<file path="config.mk">
export PLATFORM = sky130hd
export DESIGN_NAME = debounced_threshold_alarm
export DESIGN_NICKNAME = d
export VERILOG_FILES = /design/src/rtl/core/dta_pkg.sv /design/src/rtl/core/dta_cond.sv /design/src/rtl/core/debounced_threshold_alarm.sv
export SDC_FILE = /design/constraint.sdc
export NUM_CORES = 1
export LEC_CHECK = 0
export ABC_AREA = 1
export BUFFER_PORTS_ARGS = -buffer_cell sky130_fd_sc_hd__buf_2
export CAP_MARGIN = 20
export CELL_PAD_IN_SITES_DETAIL_PLACEMENT = 1
export CELL_PAD_IN_SITES_GLOBAL_PLACEMENT = 1
export CORE_UTILIZATION = 47
export CTS_BUF_LIST = sky130_fd_sc_hd__clkbuf_8
export CTS_CLUSTER_DIAMETER = 150
export DETAILED_ROUTE_END_ITERATION = 6
export GPL_TIMING_DRIVEN = 0
export MAX_ROUTING_LAYER = met4
export PLACE_DENSITY_LB_ADDON = 0.1
export SLEW_MARGIN = 10
export SYNTH_ARGS = -nofsm -noshare
export SYNTH_HDL_FRONTEND = slang
export SYNTH_SLANG_ARGS = --single-unit
</file>
<file path="constraint.sdc">
create_clock -name clk -period 3.9 [get_ports clk]
set_clock_uncertainty 0.05 [all_clocks]
set_input_delay 0.195 -clock clk [delete_from_list [all_inputs] [get_ports clk]]
set_output_delay 0.195 -clock clk [all_outputs]
set_load 0.1 [all_outputs]
</file>
<file path="src/rtl/core/dta_pkg.sv">
// Shared types, codes and the threshold test function for the alarm channel.
`timescale 1ns / 1ps

package dta_pkg;

  // Width of a sample, a limit and the widest configuration register.
  localparam int unsigned DATA_W = 32;
  // Width of the configuration register index.
  localparam int unsigned CFG_IDX_W = 4;

  // Configuration register indexes.
  localparam logic [CFG_IDX_W-1:0] REG_ENABLE       = 4'd0;
  localparam logic [CFG_IDX_W-1:0] REG_FIRST_TEST   = 4'd1;
  localparam logic [CFG_IDX_W-1:0] REG_FIRST_LIMIT  = 4'd2;
  localparam logic [CFG_IDX_W-1:0] REG_SECOND_TEST  = 4'd3;
  localparam logic [CFG_IDX_W-1:0] REG_SECOND_LIMIT = 4'd4;
  localparam logic [CFG_IDX_W-1:0] REG_COMBINE_TEST = 4'd5;
  localparam logic [CFG_IDX_W-1:0] REG_DEBOUNCE_MS  = 4'd6;
  localparam logic [CFG_IDX_W-1:0] REG_HOLD_MS      = 4'd7;

  // Test selection codes, shared by all three tests.
  typedef enum logic [2:0] {
    TEST_NONE = 3'd0,
    TEST_GT   = 3'd1,
    TEST_GE   = 3'd2,
    TEST_LT   = 3'd3,
    TEST_LE   = 3'd4,
    TEST_EQ   = 3'd5,
    TEST_AND  = 3'd6,
    TEST_OR   = 3'd7
  } test_code_t;

  // Debounce phases.
  typedef enum logic [1:0] {
    PH_IDLE      = 2'd0,
    PH_ARMED     = 2'd1,
    PH_ACTIVATED = 2'd2,
    PH_CLEARED   = 2'd3
  } phase_t;

  // Threshold settings handed to the condition unit.
  typedef struct packed {
    test_code_t               first_test;
    logic signed [DATA_W-1:0] first_limit;
    test_code_t               second_test;
    logic signed [DATA_W-1:0] second_limit;
    test_code_t               combine_test;
  } cond_cfg_t;

  // Applies one test to a value and a limit, both signed.
  function automatic logic apply_test(test_code_t code, logic signed [DATA_W-1:0] v,
                                      logic signed [DATA_W-1:0] lim);
    logic r;
    unique case (code)
      TEST_NONE: r = 1'b1;
      TEST_GT:   r = (v > lim);
      TEST_GE:   r = (v >= lim);
      TEST_LT:   r = (v < lim);
      TEST_LE:   r = (v <= lim);
      TEST_EQ:   r = (v == lim);
      TEST_AND:  r = (v != '0) && (lim != '0);
      TEST_OR:   r = (v != '0) || (lim != '0);
      default:   r = 1'b1;
    endcase
    return r;
  endfunction

endpackage

</file>
<file path="src/rtl/core/dta_cond.sv">
// Threshold condition unit: two limit tests and the test that combines them.
`timescale 1ns / 1ps

module dta_cond import dta_pkg::*; (
  input  logic signed [DATA_W-1:0] sample,
  input  cond_cfg_t                cfg,
  output logic                     cond
);

  logic first_hit;
  logic second_hit;

  assign first_hit  = apply_test(cfg.first_test, sample, cfg.first_limit);
  assign second_hit = apply_test(cfg.second_test, sample, cfg.second_limit);

  // The two results enter the combining test as the signed values 0 or 1.
  assign cond = apply_test(cfg.combine_test,
                           $signed({{(DATA_W-1){1'b0}}, first_hit}),
                           $signed({{(DATA_W-1){1'b0}}, second_hit}));

endmodule

</file>
<file path="src/rtl/core/debounced_threshold_alarm.sv">
// Top level of the debounced threshold alarm channel.
`timescale 1ns / 1ps

// One alarm channel. Each input word carries a signed Q16.16 sample and the current
// millisecond time; each produces exactly one result word with the armed condition, the
// sticky active flag, the debounce phase and a one-word clear_sensor pulse. While enable is
// set, the sample is tested against first_limit and second_limit and combine_test merges
// the two outcomes into the armed condition. The phase machine then moves from idle to armed
// when the condition appears, to activated once it has held for debounce_ms (setting the
// active flag, which only reset clears), and to cleared once hold_ms has passed in the
// activated phase, which is the word that carries clear_sensor; the next enabled word
// returns it to idle. Time differences wrap modulo 2^TIME_WIDTH. While enable is clear a
// word changes nothing and reports the held state. The block takes one word per clock
// cycle while out_ready keeps the result register free: a word waits in the input
// register, and the threshold tests, the time difference and the phase update happen
// between that register and the result register, which presents the result word on the
// outputs. The input register keeps accepting while a result waits, as long as it is
// empty itself or the result register frees up in the same cycle.
// Configuration registers are written through cfg_we, cfg_index and cfg_data with no wait;
// an index beyond the eight registers is ignored. Write them only while no word is in flight.

module debounced_threshold_alarm import dta_pkg::*; #(
  parameter int unsigned TIME_WIDTH = 32
) (
  input  logic                     clk,
  input  logic                     rst,
  // configuration port
  input  logic                     cfg_we,
  input  logic [CFG_IDX_W-1:0]     cfg_index,
  input  logic [DATA_W-1:0]        cfg_data,
  // input words
  input  logic                     in_valid,
  output logic                     in_ready,
  input  logic signed [DATA_W-1:0] sensor_value,
  input  logic [DATA_W-1:0]        now_ms,
  // result words
  output logic                     out_valid,
  input  logic                     out_ready,
  output logic                     armed,
  output logic                     active,
  output logic [1:0]               phase,
  output logic                     clear_sensor
);

  // Wide enough to hold both a 32-bit time and a TIME_WIDTH time.
  localparam int unsigned EXT_W = (TIME_WIDTH > DATA_W) ? TIME_WIDTH : DATA_W;

  // Configuration registers.
  logic              enable;
  cond_cfg_t         cond_cfg;
  logic [DATA_W-1:0] debounce_ms;
  logic [DATA_W-1:0] hold_ms;

  always_ff @(posedge clk) begin
    if (rst) begin
      enable      <= 1'b0;
      cond_cfg    <= '{first_test: TEST_NONE, first_limit: '0, second_test: TEST_NONE,
                       second_limit: '0, combine_test: TEST_NONE};
      debounce_ms <= '0;
      hold_ms     <= '0;
    end else if (cfg_we) begin
      unique case (cfg_index)
        REG_ENABLE:       enable                <= cfg_data[0];
        REG_FIRST_TEST:   cond_cfg.first_test   <= test_code_t'(cfg_data[2:0]);
        REG_FIRST_LIMIT:  cond_cfg.first_limit  <= $signed(cfg_data);
        REG_SECOND_TEST:  cond_cfg.second_test  <= test_code_t'(cfg_data[2:0]);
        REG_SECOND_LIMIT: cond_cfg.second_limit <= $signed(cfg_data);
        REG_COMBINE_TEST: cond_cfg.combine_test <= test_code_t'(cfg_data[2:0]);
        REG_DEBOUNCE_MS:  debounce_ms           <= cfg_data;
        REG_HOLD_MS:      hold_ms               <= cfg_data;
        default: ;
      endcase
    end
  end

  // Input register stage.
  logic                     s1_valid;
  logic signed [DATA_W-1:0] s1_sample;
  logic [DATA_W-1:0]        s1_now;
  logic                     out_free;
  logic                     step;

  assign out_free = !out_valid || out_ready;
  assign step     = s1_valid && out_free;
  assign in_ready = !s1_valid || out_free;

  always_ff @(posedge clk) begin
    if (rst) begin
      s1_valid <= 1'b0;
    end else if (in_ready) begin
      s1_valid <= in_valid;
    end
  end

  always_ff @(posedge clk) begin
    if (in_ready && in_valid) begin
      s1_sample <= sensor_value;
      s1_now    <= now_ms;
    end
  end

  // Threshold condition for the registered sample.
  logic cond;

  dta_cond u_cond (
    .sample (s1_sample),
    .cfg    (cond_cfg),
    .cond   (cond)
  );

  // Times are carried at TIME_WIDTH bits: the 32-bit fields are zero-extended or cut.
  logic [EXT_W-1:0]      now_ext;
  logic [EXT_W-1:0]      debounce_ext;
  logic [EXT_W-1:0]      hold_ext;
  logic [TIME_WIDTH-1:0] now_t;
  logic [TIME_WIDTH-1:0] elapsed;

  assign now_ext      = EXT_W'(s1_now);
  assign debounce_ext = EXT_W'(debounce_ms);
  assign hold_ext     = EXT_W'(hold_ms);
  assign now_t        = now_ext[TIME_WIDTH-1:0];

  // Channel state.
  phase_t                phase_reg, phase_next;
  logic [TIME_WIDTH-1:0] mark_time, mark_time_next;
  logic                  armed_flag, armed_flag_next;
  logic                  active_flag, active_flag_next;
  logic                  pulse;

  // The difference wraps naturally at TIME_WIDTH bits.
  assign elapsed = now_t - mark_time;

  always_ff @(posedge clk) begin
    if (rst) begin
      phase_reg   <= PH_IDLE;
      mark_time   <= '0;
      armed_flag  <= 1'b0;
      active_flag <= 1'b0;
    end else if (step) begin
      phase_reg   <= phase_next;
      mark_time   <= mark_time_next;
      armed_flag  <= armed_flag_next;
      active_flag <= active_flag_next;
    end
  end

  always_comb begin
    phase_next       = phase_reg;
    mark_time_next   = mark_time;
    armed_flag_next  = armed_flag;
    active_flag_next = active_flag;
    pulse            = 1'b0;
    if (enable) begin
      armed_flag_next = cond;
      unique case (phase_reg)
        PH_IDLE: begin
          if (cond) begin
            mark_time_next = now_t;
            phase_next     = PH_ARMED;
          end
        end
        PH_ARMED: begin
          if (!cond) begin
            phase_next = PH_IDLE;
          end else if (elapsed >= debounce_ext[TIME_WIDTH-1:0]) begin
            active_flag_next = 1'b1;
            mark_time_next   = now_t;
            phase_next       = PH_ACTIVATED;
          end
        end
        PH_ACTIVATED: begin
          if (elapsed >= hold_ext[TIME_WIDTH-1:0]) begin
            pulse      = 1'b1;
            phase_next = PH_CLEARED;
          end
        end
        PH_CLEARED: begin
          // Back to idle without testing for a new debounce on this word.
          phase_next = PH_IDLE;
        end
        default: phase_next = PH_IDLE;
      endcase
    end
  end

  // Result register.
  always_ff @(posedge clk) begin
    if (rst) begin
      out_valid <= 1'b0;
    end else if (out_free) begin
      out_valid <= s1_valid;
    end
  end

  always_ff @(posedge clk) begin
    if (step) begin
      armed        <= armed_flag_next;
      active       <= active_flag_next;
      phase        <= phase_next;
      clear_sensor <= pulse;
    end
  end

  // The clear pulse is only ever reported with the cleared phase.
  a_pulse_in_cleared: assert property (@(posedge clk) disable iff (rst)
    (out_valid && clear_sensor) |-> (phase == PH_CLEARED))
    else $error("clear_sensor reported outside the cleared phase");

  // Once set, the active flag stays set until reset.
  a_active_sticky: assert property (@(posedge clk) disable iff (rst)
    active_flag |=> active_flag)
    else $error("active flag dropped without reset");

  // The activated and cleared phases can only be reached through activation.
  a_phase_needs_active: assert property (@(posedge clk) disable iff (rst)
    ((phase_reg == PH_ACTIVATED) || (phase_reg == PH_CLEARED)) |-> active_flag)
    else $error("late phase without the active flag");

  // A word taken while disabled leaves the phase untouched.
  a_disabled_holds: assert property (@(posedge clk) disable iff (rst)
    (step && !enable) |=> $stable(phase_reg))
    else $error("phase moved while the channel was disabled");

endmodule

</file>
==> results.yml <==
cells_and_area:
  fillers: 3502
  drive_above_1_share_pct: 14.28
  layout_common_cells: "inv_1, nand2_1, a21oi_1"
  largest_register_ffs: 73
  seqCellArea_mm2: 0.005595
  final_cells: 2452
  layout_commonest_cell: "inv_1"
  regMostFlops: "cond_cfg"
  final_nets: 2298
  multiInputGateArea_mm2: 0.007485
  area_growth_pct: 26.29
route:
  wl_met2_um: 23120
  vias_per_cell: 5.356
  wl_met3_um: 1617
  top_layer_used: "met4"
  final_antenna_net_count: 0
  drt_iter0_drc: 583
  drt_first_pass_iters: 5
  dr_total_vias: 13130
  drc: 0
  detail_route.wl_per_cell_um: 18.65
  wl_met1_um: 18990
  wl_um: 45720
run_status:
  status: "completed"
global_routing:
  grt_overflow_total: 0
  grt_max_degree: 34
  track_usage_pct: 31.11
  grt_pass1_vias: 14020
  antenna_found_initial: 2
  grt_pass1_wl_um: 71590
synthesis:
  ys_types: 41
  synthArstFlopShare_pct: 0
  ys.flop_type: "dfxtp_1"
  synthCells: 1747
  yosys.area.top_type: "dfxtp_1"
  netlist.area_leader.share_pct: 25.62
  synth_area_leaders: "dfxtp_1, edfxtp_1, ha_1, a21oi_1, o21ai_0"
  synth-edff-count: 69
  syn_nets: 2017
  yosysWarnings: 0
  yosysSeqAreaShare_pct: 40.68
  syn_area_mm2: 0.01375
  ys_ff_latch: 245
  avgSynthCellArea_um2: 7.873
timing:
  worst_slew_pin_slew_ns: 0.6909
  holdWs_ns: 0.05069
  fin_tns_setup_ns: 0
  post-route-period-util_pct: 98.07
  slew_headroom_pct: 53.94
  hold_violations: 0
  setup_viol: 0
  rsz0062_at_grt: "true"
  min_period_ns: 3.825
  fmax_mhz: 261.5
  drv_slew: 0
  fin_ws_ns: 0.07533
critical_path:
  timing.critical_path.mode_cell: "nor2_1"
  worstPathRequired_ns: 4.32
  end_kind: "flip-flop"
  path_class: "flip-flop to flip-flop"
  crit_arrival_ns: 4.25
  r2r_start: "now_ext[11]"
  critPathTopFamily: "simple AND/OR/NAND/NOR gates"
  max_stage_delay_ns: 0.40
  crit_buf_inv: 3
  crit_chain: "ha_2, nand2_2, o21ai_1, a21oi_1, o21ai_2, nand4_1, nand3_1, xor2_2, ha_1, nand2_1, nor2_2, nor3b_4, buf_4, a21oi_4, nand3_4, nand2_8, inv_8, buf_6, nor2_1, nor2_1"
  crit_path_max_fanout: 10
  crit_path_top_delay_cell: "edfxtp_1"
  crit_start: "now_ext[11]"
  start_kind: "flip-flop"
die:
  ios: 112
  coreArea_mm2: 0.02878
  dieArea_mm2: 0.02995
  fp.dieH_um: 173.1
  num_rows: 62
  start_util_pct: 47.79
  die_w_um: 173.1
placed_design:
  port_buffers: 111
  place_ws_ns: -0.3070
  globalplace.congestion: 0.8710
  dp_hpwl_um: 31810
  dpl.cell_count: 2243
cts:
  tritoncts: "yes"
  cts_max_level: 2
  cts-root-buf: "clkbuf_8"
  cts.sinks: 245
  clock_latency_ns: 0.61
  numCtsBuffers: 46
  path_clk_slew_ns: 0.06
  clockBufferDepth: 3
worst_hold_path:
  worstHoldStart: "cfg_index[0]"
  hold_class: "input pin to flip-flop"
power_and_ir_drop:
  total_power_uw: 6390
  switchingPower_uw: 1921
  ir_drop_mv: 0.2918
  swShare_pct: 30.06
  p_leak_uw: 0.007189
  power_frac_seq_pct: 43.1
  clkPwrFrac_pct: 38.7
  power_density_mw_per_mm2: 367.9
  internal-power_uw: 4469
  power_frac_comb_pct: 18.2
job:
  cap_violations: 0
## metal layers
layer	up-vias	track usage, %
met1	6272	34.30
met5	-	-
met2	308	55.66
met4	0	13.97
li1	6415	-
met3	138	4.156
## cells in the mapped netlist (2+ instances only)
cell	n
nor4_1	4
o21a_1	5
a21oi_1	237
nand2_1	246
xor2_1	19
o21ai_1	11
buf_6	6
edfxtp_1	69
inv_2	2
o21ai_2	2
nor3_1	12
clkbuf_1	42
and3_1	3
a21o_1	9
nand4_1	31
xnor2_1	12
o21ai_0	197
inv_1	240
a21oi_2	2
ha_1	164
nand3_1	41
nor2_1	194
o211ai_1	3
dfxtp_1	176
clkinv_1	4
## stage by stage
stage	utilization [%]	cell area [um2]
after floorplan	-	13750
final	60.36	17370
after global placement	51.39	14790
after global routing	60.36	17370
after CTS	58.66	16880
after detailed placement	51.47	14810
## cells by family (layout without fill, tap and decap cells)
group	Yosys count	count (layout)	synth area share (%)
AO/OA/AOI/OAI	471	471	17.68
adder cells (fa/ha/maj)	165	165	15.06
other	0	2	0
AND/OR/NAND/NOR	540	540	16.19
flip-flops	245	245	40.68
XOR/XNOR	31	31	1.974
buffers and inverters	295	614	8.414
## layout make-up
| cell class | count | share of cell area (%) |
|---|---|---|
| antenna | 2 | 0.02881 |
| buffer | 48 | 1.297 |
| clock buffer | 56 | 4.437 |
| clock inverter | 30 | 0.7347 |
| inverter | 247 | 5.395 |
| multi-input combinational | 1207 | 43.09 |
| sequential | 245 | 32.21 |
| tap | 384 | 2.766 |
| timing repair buffer | 233 | 10.04 |
## worst register-to-register path: stages (launching register included)
cell,delay [ns]
edfxtp_1,0.40
ha_2,0.40
nand2_2,0.13
o21ai_1,0.32
a21oi_1,0.10
o21ai_2,0.15
nand4_1,0.17
nand3_1,0.16
xor2_2,0.23
ha_1,0.29
nand2_1,0.09
nor2_2,0.05
nor3b_4,0.15
buf_4,0.14
a21oi_4,0.19
nand3_4,0.12
nand2_8,0.15
inv_8,0.06
buf_6,0.14
nor2_1,0.15
nor2_1,0.08
## power groups by stage
stage | clock network [uW] | registers [uW] | logic, uW
finish | 2470 | 2750 | 1160
global route | 2620 | 2760 | 1300
CTS | 2490 | 2750 | 1070
detailed placement | 0 | 2800 | 964
global placement | 0 | 2800 | 915
floorplan | 0 | 2810 | 631
## repair_timing
| item | in CTS | in global routing |
|---|---|---|
| resized for setup | 24 | 91 |
| setup buffers | 2 | 15 |
| endpoints found under the hold margin | 201 | 0 |
| endpoints found under the setup margin | 39 | 39 |
| hold buffers | 104 | 0 |
| pin swaps | 3 | 23 |
## worst paths after layout
path                         to  slack, ns  cells past startpoint
hold reg to reg    hold_ext[14]       0.41                      2
hold / removal      hold_ext[0]       0.05                      5
setup / recovery  mark_time[11]       0.08                     20
setup reg to reg  mark_time[11]       0.08                     20
(Power assumes the default switching activity.)
